File: src/sv/sip_pkg.sv
// Shared types, mode codes and rounding averages for the 4x4 intra subblock predictor.
// Depends on nothing; used by subblock_intra_predictor_top.
package sip_pkg;

  typedef logic [7:0] pix_t;
  typedef logic [31:0] row_t;
  typedef logic [3:0] mode_t;

  localparam mode_t MODE_DC = 4'd0;
  localparam mode_t MODE_TM = 4'd1;
  localparam mode_t MODE_VE = 4'd2;
  localparam mode_t MODE_HE = 4'd3;
  localparam mode_t MODE_LD = 4'd4;
  localparam mode_t MODE_RD = 4'd5;
  localparam mode_t MODE_VR = 4'd6;
  localparam mode_t MODE_VL = 4'd7;
  localparam mode_t MODE_HD = 4'd8;
  localparam mode_t MODE_HU = 4'd9;

  localparam int EDGE_LEN = 14; // left 3..0, corner, above 0..7, above 7 again
  localparam int AVG3_LEN = 12;
  localparam int AVG2_LEN = 9;

  // (a + 2b + c + 2) >> 2
  function automatic pix_t avg3(input pix_t a, input pix_t b, input pix_t c);
    logic [9:0] s;
    s = {2'b00, a} + {1'b0, b, 1'b0} + {2'b00, c} + 10'd2;
    return s[9:2];
  endfunction

  // (a + b + 1) >> 1
  function automatic pix_t avg2(input pix_t a, input pix_t b);
    logic [8:0] s;
    s = {1'b0, a} + {1'b0, b} + 9'd1;
    return s[8:1];
  endfunction

endpackage

File: src/sv/subblock_intra_predictor_top.sv
// Top level of the 4x4 intra subblock predictor: request pipeline and row output stage.
// Depends on sip_pkg for types, mode codes and the rounding averages.
//
// Takes one prediction request (mode, eight above pixels, four left pixels and the
// corner pixel) and returns the 4x4 prediction as four row results, top row first,
// with the row number on m_tuser and m_tlast on the bottom row. The block holds no
// state between requests. A request passes an input register, an averaging stage
// (all 3-tap averages along the edge, 2-tap averages up to above 4, DC mean,
// TrueMotion differences), a block assembly stage and the output stage. The output
// stage sends one row per cycle while m_tready is high and takes the next block only
// once the bottom row is accepted; the three earlier stages take a new request each
// cycle while they have room, which hides short output stalls.
// Undefined mode codes give all-zero rows.
module subblock_intra_predictor_top (
  input  logic         clk,
  input  logic         rst,
  input  logic         s_tvalid,
  output logic         s_tready,
  input  logic [111:0] s_tdata,  // mode[3:0], above_pixels[67:4], left_pixels[99:68],
                                 // corner_pixel[107:100], zero pad[111:108]
  output logic         m_tvalid,
  input  logic         m_tready,
  output logic [31:0]  m_tdata,  // row_pixels[31:0]
  output logic [1:0]   m_tuser,  // row_index[1:0]
  output logic         m_tlast   // last_row
);

  // ---------------------------------------------------------------- handshake chain
  logic s1_valid, s2_valid, s3_valid, out_valid;
  logic s1_ready, s2_ready, s3_ready, out_ready;
  logic [1:0] out_row;

  assign out_ready = !out_valid || (m_tready && (out_row == 2'd3));
  assign s3_ready  = !s3_valid || out_ready;
  assign s2_ready  = !s2_valid || s3_ready;
  assign s1_ready  = !s1_valid || s2_ready;
  assign s_tready  = s1_ready;

  // ---------------------------------------------------------------- stage 1: capture
  // Edge runs from left 3 up through the corner to above 7; above 7 is repeated
  // at the end so the bottom-right diagonal tap needs no special case.
  sip_pkg::mode_t s1_mode;
  sip_pkg::pix_t  s1_edge [sip_pkg::EDGE_LEN];

  always_ff @(posedge clk) begin
    if (rst) begin
      s1_valid <= 1'b0;
    end else if (s1_ready) begin
      s1_valid <= s_tvalid;
    end
  end

  always_ff @(posedge clk) begin
    if (s1_ready && s_tvalid) begin
      s1_mode <= s_tdata[3:0];
      for (int i = 0; i < 4; i++) begin
        s1_edge[3 - i] <= s_tdata[68 + 8 * i +: 8];
      end
      s1_edge[4] <= s_tdata[107:100];
      for (int i = 0; i < 8; i++) begin
        s1_edge[5 + i] <= s_tdata[4 + 8 * i +: 8];
      end
      s1_edge[13] <= s_tdata[67:60];
    end
  end

  // ---------------------------------------------------------------- stage 2: averages
  sip_pkg::mode_t   s2_mode;
  sip_pkg::pix_t    s2_g3 [sip_pkg::AVG3_LEN];
  sip_pkg::pix_t    s2_g2 [sip_pkg::AVG2_LEN];
  sip_pkg::pix_t    s2_hu3;          // avg3(left 2, left 3, left 3)
  sip_pkg::pix_t    s2_dc;
  logic signed [8:0] s2_tmd [4];     // above c minus corner
  sip_pkg::pix_t    s2_left [4];

  logic [10:0] dc_sum;

  always_comb begin
    dc_sum = 11'd4;
    for (int i = 0; i < 4; i++) begin
      dc_sum = dc_sum + {3'b000, s1_edge[i]} + {3'b000, s1_edge[5 + i]};
    end
  end

  always_ff @(posedge clk) begin
    if (rst) begin
      s2_valid <= 1'b0;
    end else if (s2_ready) begin
      s2_valid <= s1_valid;
    end
  end

  always_ff @(posedge clk) begin
    if (s2_ready && s1_valid) begin
      s2_mode <= s1_mode;
      for (int k = 0; k < sip_pkg::AVG3_LEN; k++) begin
        s2_g3[k] <= sip_pkg::avg3(s1_edge[k], s1_edge[k + 1], s1_edge[k + 2]);
      end
      for (int k = 0; k < sip_pkg::AVG2_LEN; k++) begin
        s2_g2[k] <= sip_pkg::avg2(s1_edge[k], s1_edge[k + 1]);
      end
      s2_hu3 <= sip_pkg::avg3(s1_edge[1], s1_edge[0], s1_edge[0]);
      s2_dc  <= dc_sum[10:3];
      for (int c = 0; c < 4; c++) begin
        s2_tmd[c]  <= $signed({1'b0, s1_edge[5 + c]}) - $signed({1'b0, s1_edge[4]});
        s2_left[c] <= s1_edge[3 - c];
      end
    end
  end

  // ---------------------------------------------------------------- stage 3: assemble
  sip_pkg::pix_t  blk [4][4];
  sip_pkg::row_t  s3_rows [4];
  logic signed [9:0] tm_sum;

  always_comb begin
    tm_sum = '0;
    for (int r = 0; r < 4; r++) begin
      for (int c = 0; c < 4; c++) begin
        blk[r][c] = '0;
      end
    end
    unique case (s2_mode)
      sip_pkg::MODE_DC: begin
        for (int r = 0; r < 4; r++) begin
          for (int c = 0; c < 4; c++) begin
            blk[r][c] = s2_dc;
          end
        end
      end
      sip_pkg::MODE_TM: begin
        for (int r = 0; r < 4; r++) begin
          for (int c = 0; c < 4; c++) begin
            tm_sum = $signed({2'b00, s2_left[r]}) + 10'(s2_tmd[c]);
            // clamp to 0..255
            if (tm_sum[9]) begin
              blk[r][c] = 8'd0;
            end else if (tm_sum[8]) begin
              blk[r][c] = 8'd255;
            end else begin
              blk[r][c] = tm_sum[7:0];
            end
          end
        end
      end
      sip_pkg::MODE_VE: begin
        for (int r = 0; r < 4; r++) begin
          for (int c = 0; c < 4; c++) begin
            blk[r][c] = s2_g3[4 + c];
          end
        end
      end
      sip_pkg::MODE_HE: begin
        for (int c = 0; c < 4; c++) begin
          blk[0][c] = s2_g3[2];
          blk[1][c] = s2_g3[1];
          blk[2][c] = s2_g3[0];
          blk[3][c] = s2_hu3;
        end
      end
      sip_pkg::MODE_LD: begin
        for (int r = 0; r < 4; r++) begin
          for (int c = 0; c < 4; c++) begin
            blk[r][c] = s2_g3[5 + r + c];
          end
        end
      end
      sip_pkg::MODE_RD: begin
        for (int r = 0; r < 4; r++) begin
          for (int c = 0; c < 4; c++) begin
            blk[r][c] = s2_g3[3 - r + c];
          end
        end
      end
      sip_pkg::MODE_VR: begin
        blk[3][0] = s2_g3[1];
        blk[2][0] = s2_g3[2];
        blk[3][1] = s2_g3[3]; blk[1][0] = s2_g3[3];
        blk[2][1] = s2_g2[4]; blk[0][0] = s2_g2[4];
        blk[3][2] = s2_g3[4]; blk[1][1] = s2_g3[4];
        blk[2][2] = s2_g2[5]; blk[0][1] = s2_g2[5];
        blk[3][3] = s2_g3[5]; blk[1][2] = s2_g3[5];
        blk[2][3] = s2_g2[6]; blk[0][2] = s2_g2[6];
        blk[1][3] = s2_g3[6];
        blk[0][3] = s2_g2[7];
      end
      sip_pkg::MODE_VL: begin
        blk[0][0] = s2_g2[5];
        blk[1][0] = s2_g3[5];
        blk[2][0] = s2_g2[6]; blk[0][1] = s2_g2[6];
        blk[1][1] = s2_g3[6]; blk[3][0] = s2_g3[6];
        blk[2][1] = s2_g2[7]; blk[0][2] = s2_g2[7];
        blk[3][1] = s2_g3[7]; blk[1][2] = s2_g3[7];
        blk[0][3] = s2_g2[8]; blk[2][2] = s2_g2[8];
        blk[1][3] = s2_g3[8]; blk[3][2] = s2_g3[8];
        blk[2][3] = s2_g3[9];
        blk[3][3] = s2_g3[10];
      end
      sip_pkg::MODE_HD: begin
        blk[3][0] = s2_g2[0];
        blk[3][1] = s2_g3[0];
        blk[2][0] = s2_g2[1]; blk[3][2] = s2_g2[1];
        blk[2][1] = s2_g3[1]; blk[3][3] = s2_g3[1];
        blk[2][2] = s2_g2[2]; blk[1][0] = s2_g2[2];
        blk[2][3] = s2_g3[2]; blk[1][1] = s2_g3[2];
        blk[1][2] = s2_g2[3]; blk[0][0] = s2_g2[3];
        blk[1][3] = s2_g3[3]; blk[0][1] = s2_g3[3];
        blk[0][2] = s2_g3[4];
        blk[0][3] = s2_g3[5];
      end
      sip_pkg::MODE_HU: begin
        for (int r = 0; r < 4; r++) begin
          for (int c = 0; c < 4; c++) begin
            blk[r][c] = s2_left[3];
          end
        end
        blk[0][0] = s2_g2[2];
        blk[0][1] = s2_g3[1];
        blk[0][2] = s2_g2[1]; blk[1][0] = s2_g2[1];
        blk[0][3] = s2_g3[0]; blk[1][1] = s2_g3[0];
        blk[1][2] = s2_g2[0]; blk[2][0] = s2_g2[0];
        blk[1][3] = s2_hu3;   blk[2][1] = s2_hu3;
      end
      default: begin
        // undefined mode: rows stay zero
      end
    endcase
  end

  always_ff @(posedge clk) begin
    if (rst) begin
      s3_valid <= 1'b0;
    end else if (s3_ready) begin
      s3_valid <= s2_valid;
    end
  end

  always_ff @(posedge clk) begin
    if (s3_ready && s2_valid) begin
      for (int r = 0; r < 4; r++) begin
        s3_rows[r] <= {blk[r][3], blk[r][2], blk[r][1], blk[r][0]};
      end
    end
  end

  // ---------------------------------------------------------------- output stage
  // Hold the finished block and step through its rows, one per accepted transfer.
  sip_pkg::row_t out_rows [4];

  always_ff @(posedge clk) begin
    if (rst) begin
      out_valid <= 1'b0;
      out_row   <= 2'd0;
    end else if (out_ready) begin
      out_valid <= s3_valid;
      out_row   <= 2'd0;
    end else if (m_tready) begin
      out_row <= out_row + 2'd1;
    end
  end

  always_ff @(posedge clk) begin
    if (out_ready && s3_valid) begin
      out_rows <= s3_rows;
    end
  end

  assign m_tvalid = out_valid;
  assign m_tdata  = out_rows[out_row];
  assign m_tuser  = out_row;
  assign m_tlast  = (out_row == 2'd3);

endmodule

File: config.mk
export PLATFORM = sky130hd
export DESIGN_NAME = subblock_intra_predictor_top
export DESIGN_NICKNAME = d
export VERILOG_FILES = /design/src/sv/sip_pkg.sv /design/src/sv/subblock_intra_predictor_top.sv
export SDC_FILE = /design/constraint.sdc
export NUM_CORES = 2
export LEC_CHECK = 0
export ABC_CLOCK_PERIOD_IN_PS = 15500
export BUFFER_PORTS_ARGS = -buffer_cell sky130_fd_sc_hd__buf_4
export CAP_MARGIN = 0
export CORE_ASPECT_RATIO = 1.75
export CORE_MARGIN = 3
export CORE_UTILIZATION = 50
export DETAILED_ROUTE_END_ITERATION = 8
export PLACE_DENSITY = 0.69
export SLEW_MARGIN = 20
export SYNTH_ARGS = -nofsm -noshare
export SYNTH_HDL_FRONTEND = slang
export SYNTH_SLANG_ARGS = --single-unit
export TNS_END_PERCENT = 20
File: constraint.sdc
create_clock -name clk -period 15.5 [get_ports clk]
set_input_delay 2.325 -clock clk [delete_from_list [all_inputs] [get_ports clk]]
set_output_delay 2.325 -clock clk [all_outputs]
set_load 0.02 [all_outputs]
==> Yosys cells after proc, flatten, opt, wreduce, memory -nomap -nowiden <==
Memories as Yosys holds them, arrays and structs flattened.
Cells that the tools add are included.
{ "word_totals": {"register_bits": 286, "ramBits": 348, "inputBits": 116, "output_inout_bits": 37, "wordCells": 175, "n_memories": 5} }
{ "op_classes": {"add_sub_neg": 86, "magnitude_cmp": 1, "eq_ne": 10, "mux": 40, "n_bitwise": 1, "n_reduce_logical": 15} }
{ "mem_list": {"columns": ["memory", "words", "width", "rd", "rd_ports_with_merged_regs", "wr", "line_no", "rtl"], "rows": [
  ["s1_edge", 14, 8, 14, 0, 14, "subblock_intra_predictor_top.sv:43", "sip_pkg::pix_t s1_edge [sip_pkg::EDGE_LEN];"],
  ["s2_g3", 12, 8, 12, 0, 12, "subblock_intra_predictor_top.sv:69", "sip_pkg::pix_t s2_g3 [sip_pkg::AVG3_LEN];"],
  ["s2_g2", 9, 8, 9, 0, 9, "subblock_intra_predictor_top.sv:70", "sip_pkg::pix_t s2_g2 [sip_pkg::AVG2_LEN];"],
  ["s2_tmd", 4, 9, 4, 0, 4, "subblock_intra_predictor_top.sv:73", "logic signed [8:0] s2_tmd [4];"],
  ["s2_left", 4, 8, 4, 0, 4, "subblock_intra_predictor_top.sv:74", "sip_pkg::pix_t s2_left [4];"]
]} }
{ "ops": {"columns": ["op", "count"], "rows": [
  ["$pmux W128 S10", 1],
  ["$mux W8", 32],
  ["$add A9 B9 Y10", 16],
  ["$add A10 B2 Y10 const B", 13],
  ["$add A10 B8 Y10", 13],
  ["$add A8 B9 Y10", 13],
  ["$add A8 B8 Y9", 9],
  ["$add A9 B1 Y9 const B", 9],
  ["$bmux W32 S2", 1],
  ["$mux W32", 2],
  ["$add A11 B8 Y11", 5],
  ["$sub A8 B8 Y9", 4],
  ["$eq A4 B3 Y1 const B", 4],
  ["$add A10 B8 Y11", 1],
  ["$add A9 B8 Y10", 1],
  ["$add A3 B8 Y9 const A", 1],
  ["$eq A4 B2 Y1 const B", 2],
  ["$eq A4 B4 Y1 const B", 2],
  ["$logic_and A1 B1 Y1", 5],
  ["$eq A4 B1 Y1 const B", 1],
  ["$logic_not A1 Y1", 4],
  ["$logic_not A4 Y1", 1],
  ["$logic_or A1 B1 Y1", 4],
  ["$mux W1", 4],
  ["5 further kinds", 5]
]} }

==> Logic depth before layout (Yosys ltp) <==
{ "depth": {"word_depth": 9, "ltp_mapped": 15} }

==> Worst setup path before layout <==
No wires, ideal clock.
{ "synth_timing": {"kind": "input to register", "start": "in m_tready", "end": "reg s2_dc[0] (enable)", "setup_time_ns": 1.026, "arrival_time_ns": 15.185, "required_time_ns": 14.474, "slack_ns": -0.712, "stages": 2, "path_cell_list": "a21boi_1 a31oi_1"} }
{ "synth_via": {"elab_chain_cells": 5} }
{ "synth_rtl": {"columns": ["element", "line_no", "rtl"], "rows": [
  ["start, declared", "subblock_intra_predictor_top.sv:22", "input logic m_tready,"],
  ["$logic_and A1 B1 Y1", "subblock_intra_predictor_top.sv:33", "assign out_ready = !out_valid || (m_tready && (out_row == 2'd3));"],
  ["$logic_or A1 B1 Y1", "subblock_intra_predictor_top.sv:33", null],
  ["$logic_or A1 B1 Y1", "subblock_intra_predictor_top.sv:34", "assign s3_ready = !s3_valid || out_ready;"],
  ["$logic_or A1 B1 Y1", "subblock_intra_predictor_top.sv:35", "assign s2_ready = !s2_valid || s3_ready;"],
  ["$logic_and A1 B1 Y1", "subblock_intra_predictor_top.sv:94", "if (s2_ready && s1_valid) begin"],
  ["end signal, assigned", "subblock_intra_predictor_top.sv:103", "s2_dc <= dc_sum[10:3];"],
  ["end, declared", "subblock_intra_predictor_top.sv:72", "sip_pkg::pix_t s2_dc;"]
]} }
No other way between the ends.
A chain may end at the register's enable or synchronous reset.

==> Worst setup path after layout <==
{ "layout_timing": {"start": "in m_tready", "end": "out s_tready"} }
{ "layout_via": {"elab_chain_cells": 5} }
{ "layout_rtl": {"columns": ["element", "line_no", "rtl"], "rows": [
  ["$logic_and A1 B1 Y1", "subblock_intra_predictor_top.sv:33", null],
  ["$logic_or A1 B1 Y1", "subblock_intra_predictor_top.sv:33", null],
  ["$logic_or A1 B1 Y1", "subblock_intra_predictor_top.sv:34", null],
  ["$logic_or A1 B1 Y1", "subblock_intra_predictor_top.sv:35", null],
  ["$logic_or A1 B1 Y1", "subblock_intra_predictor_top.sv:36", "assign s1_ready = !s1_valid || s2_ready;"],
  ["end, declared", "subblock_intra_predictor_top.sv:18", "output logic s_tready,"]
]} }
No other way between the ends.

==> results.md <==
- During I/O placement, the number of pins put on the boundary was 153.
- The signal on the critical path passes through buf_4, a21boi_1, nand4_1, buf_4.
- The final hold slack is 406.0 ps.
- The endpoint type of the worst setup path is an output port.
- The first global-routing pass estimated ~300 mm of wire.
- The fraction of layout cells with a size suffix above 1 is a little under an eighth.
- The design area is between 40000 and 50000 µm².
- Once detail routing completed, the nets flagged for antenna violations numbered 0.
- The number of buffers and inverters on the critical path is 2.
- Setup repair after global routing left no endpoint under its margin.
- The floorplan die area is roughly 92000 µm².
- The sequential-to-total area share from yosys stat is a little over two fifths.
- After detailed routing, the number of remaining DRC violations is 0.
- The post-route clock skew is 38.81 ps.
- After synthesis, the cell types taking the most area are edfxtp_1, ha_1, fa_1.
- The maximum number of pins on one net before global-route repair is 180.
- For this run, the number of Yosys warnings is 0.
- The number of clock sinks is 626.
- After the last flow step, the layout net total stands at between 4000 and 5000.
- The count of vias placed by the detailed router is 38185.
- The netlist area before placement is 44270 µm².
- The number of distinct standard cells referenced by the synthesized netlist is 88.
- In the finished design, the share of the clock period the worst path needs comes to 38.29%.
- For this block, the routed nets add up to 218.0 mm of wire.
- The area growth from synthesis to layout is 11.19%.
- The die height is 399.6 µm.
- In this run the number of H-tree levels came out at 2.
- The worst min-delay path category is reg2reg.
- Headroom to the max-slew limit came out at under 10%.
- Summing all placed instances gives a cell area of ~47000 µm².
- The total negative setup slack is 0 ps.
- The flow ran to the end, and the final reports show no timing, DRC or antenna violations.
- The chip width is 230.9 µm.
- The cell that appears most often on the critical path is buf_4.
- Broken down by cell family, the worst path's largest delay share belongs to compound AO/OA/AOI/OAI gates.
- The first TritonRoute pass finished after 7 iterations.
- After clock tree synthesis, the clock-pin slew on the worst setup and hold paths is 80 ps.
- The most used flip-flop cell after synthesis is edfxtp_1.
- The number of global-route vias before repair was ~37000.
- The root buffer selected by CTS is clkbuf_16.
- Dividing total power by cell area gives a power density of between 100 and 150 nW/µm².
- The TritonCTS clock tree is yes.
- Setup violations remaining at the end of the flow were counted as 0.
- The async set-reset flop share out of synthesis is 0%.
- Hold repair after CTS inserted 0 buffers.
- The later pin in the worst-skew pair is clocked with a latency of a little under 700 ps.
- The worst-path maximum fanout is 7.
- The maximum resistive drop on vdd is 0.1636 mV.
- The HPWL reported at the end of detailed placement is around 170 mm.
- Power comes to 6.538 mW.
- The global router's overall resource usage is about 47%.
- Once the clock tree was built, the resizer swapped 0 gates to a different size.
- The count of max-cap constraint violations is 0.
- Dividing the detail-routed wire length by the instance count gives about 40 µm.
- STA classifies the critical path startpoint as an input port.
- The placeable core region is roughly 87000 µm².
- Derived from the worst setup path, the maximum achievable clock frequency is around 170 MHz.
- The fraction of synthesized cell area taken by the top area cell type is a little over two fifths.
- At the worst endpoint, the required time is around 13000 ps.
- Using the TritonRoute via totals, the vias-per-cell ratio works out to approximately 7.
- The routability congestion estimate from global placement is between 1 and 1.5.
- For this design the static power due to leakage is roughly 19 nW.
- The largest individual stage delay along the critical path comes from the cell a21boi_1.
- After synthesis, the mean cell area works out to between 10 and 15 µm².
- In this run, synthesis inferred 620 flip-flops with an integrated enable.
- The start-to-end type of the worst setup path is in2out.
- In this run, synthesis produced a sequential element count of 626.
- The cell count after synthesis came out at between 4000 and 5000.
- The clock period could shrink to 5935 ps.
- The count of buffers added on input and output ports is between 100 and 150.
- On the worst path, the slowest cell contributes a delay of roughly 640 ps.
- The maximum number of buffers from clock root to sink is 3.
- The setup fix buffers added after clock tree synthesis is 0.
- The number of rows created at floorplan is roughly 140.
- For the pin with the worst max-slew slack, the measured transition is 1326 ps.
- The effective utilization at floorplan is 50.70%.
- The initial antenna violation count is 26.
- After the first detailed-routing iteration, the DRC count stood at approximately 4700.
- The number of max-slew violations in the final report came to 0.
- edfxtp_1 takes more of the synthesized area than any other cell.
- The hold violation count in the final report is 0.
- The total overflow left after global routing is 0.
- For the worst setup path, the data arrival time is between 3000 and 4000 ps.
- When the netlist entered floorplanning its net count stood at about 4700.
- In this run, CTS created clock tree buffers numbering 58.
[synth_stat cells, types with 10 or more instances]
master,number
a2111oi_0,27
a211o_1,14
a211oi_1,30
a21boi_0,14
a21o_1,49
a21oi_1,313
a221oi_1,29
a22o_1,31
a22oi_1,157
a31oi_1,28
a32oi_1,10
and3_1,14
and4_1,10
buf_1,10
buf_2,60
clkbuf_1,97
edfxtp_1,620
fa_1,155
ha_1,357
inv_1,284
mux2_2,14
mux2i_1,58
mux4_2,39
nand2_1,292
nand2b_1,53
nand3_1,38
nor2_1,260
nor2b_1,57
nor3_1,57
nor4_1,20
o2111ai_1,23
o211ai_1,61
o21a_1,86
o21ai_0,261
o21bai_1,28
o221ai_1,26
o22ai_1,38
o31a_1,14
o31ai_1,18
or2_2,10
or3_1,19
xnor2_1,153
xor2_1,61
[cell usage in the layout (no fill, tap or decap), types with 61 or more instances in the layout]
cell type	instances
nor2_1	246
fa_1	155
xnor2_1	152
o211ai_1	61
buf_4	263
xor2_1	61
inv_1	284
a21oi_1	313
o21ai_0	243
edfxtp_1	620
nand2_1	292
a22oi_1	157
o21a_1	86
ha_1	357
[report_power, final]
part / internal, mW / switching [mW]
combinational: 0.916 / 1.49
sequential: 2.16 / 0.462
clock: 0.825 / 0.684
[worst register-to-register path, cell delays in order, from the launching register on]
cell and delay [ps]:
edfxtp_1 640, inv_1 440, fa_1 660, inv_1 60
fa_1 500, fa_1 460, fa_1 470, ha_1 280
nor4bb_1 560, o211ai_1 180, a21oi_1 270, o31a_1 230
o21ai_0 90, nand2b_1 270
[final cells by class]
class                   count  area, µm²
clock inverters            46      510.5
diodes                     19      47.55
flip-flops and latches    626      18740
well taps                1160       1451
multi-input cells        3007      23870
inverters                 285       1070
fillers                  7526      38090
clock buffers              62       1488
repair buffers            268       2046
[per-layer routing]
layer	GRT usage [%]	vias up	wire, µm
li1	-	15716	-
met1	50.80	18519	69160
met2	72.88	2825	95940
met3	12.23	1119	20990
met4	51.38	6	31900
met5	0	-	43
[per-stage QoR]
step / cells / setup slack (ps) / utilization, %
finish: 5473 / 9565 / 56.37
global route: 5458 / 9444 / 56.33
CTS: 5448 / 9571 / 56.23
detailed placement: 5340 / 9570 / 53.94
global placement: 5340 / 9616 / 53.92
floorplan: 4093 / 2948 / -
[kinds of logic after synthesis]
| family | share of synthesized area [%] |
|---|---|
| buffers and inverters | 4.141 |
| AO/OA/AOI/OAI | 19.33 |
| AND/OR/NAND/NOR | 9.157 |
| flip-flops | 42.33 |
| multiplexers | 3.652 |
| adder cells (fa/ha/maj) | 17.10 |
| XOR/XNOR | 4.296 |
[final timing paths]
kind              cells after the start                     from  slack (ps)                    to
hold reg to reg                       0     s1_mode[2]$_DFFE_PP_         410  s2_mode[2]$_DFFE_PP_
hold / removal                        0     s1_mode[2]$_DFFE_PP_         410  s2_mode[2]$_DFFE_PP_
setup / recovery                      4                 m_tready        9570              s_tready
setup reg to reg                     13  s1_edge[1][1]$_DFFE_PP_       10190    s2_dc[7]$_DFFE_PP_
[flip-flops by register name, indices dropped and copies added (netlist names), 2 cells and up]
register,cells
out_rows,128
s2_hu3,8
s2_mode,4
s1_mode,4
s1_edge,104
s2_left,32
m_tuser,2
s2_g2,72
s3_rows,128
s2_tmd,36
s2_g3,96
s2_dc,8
Power figures use the tool's default switching activity.
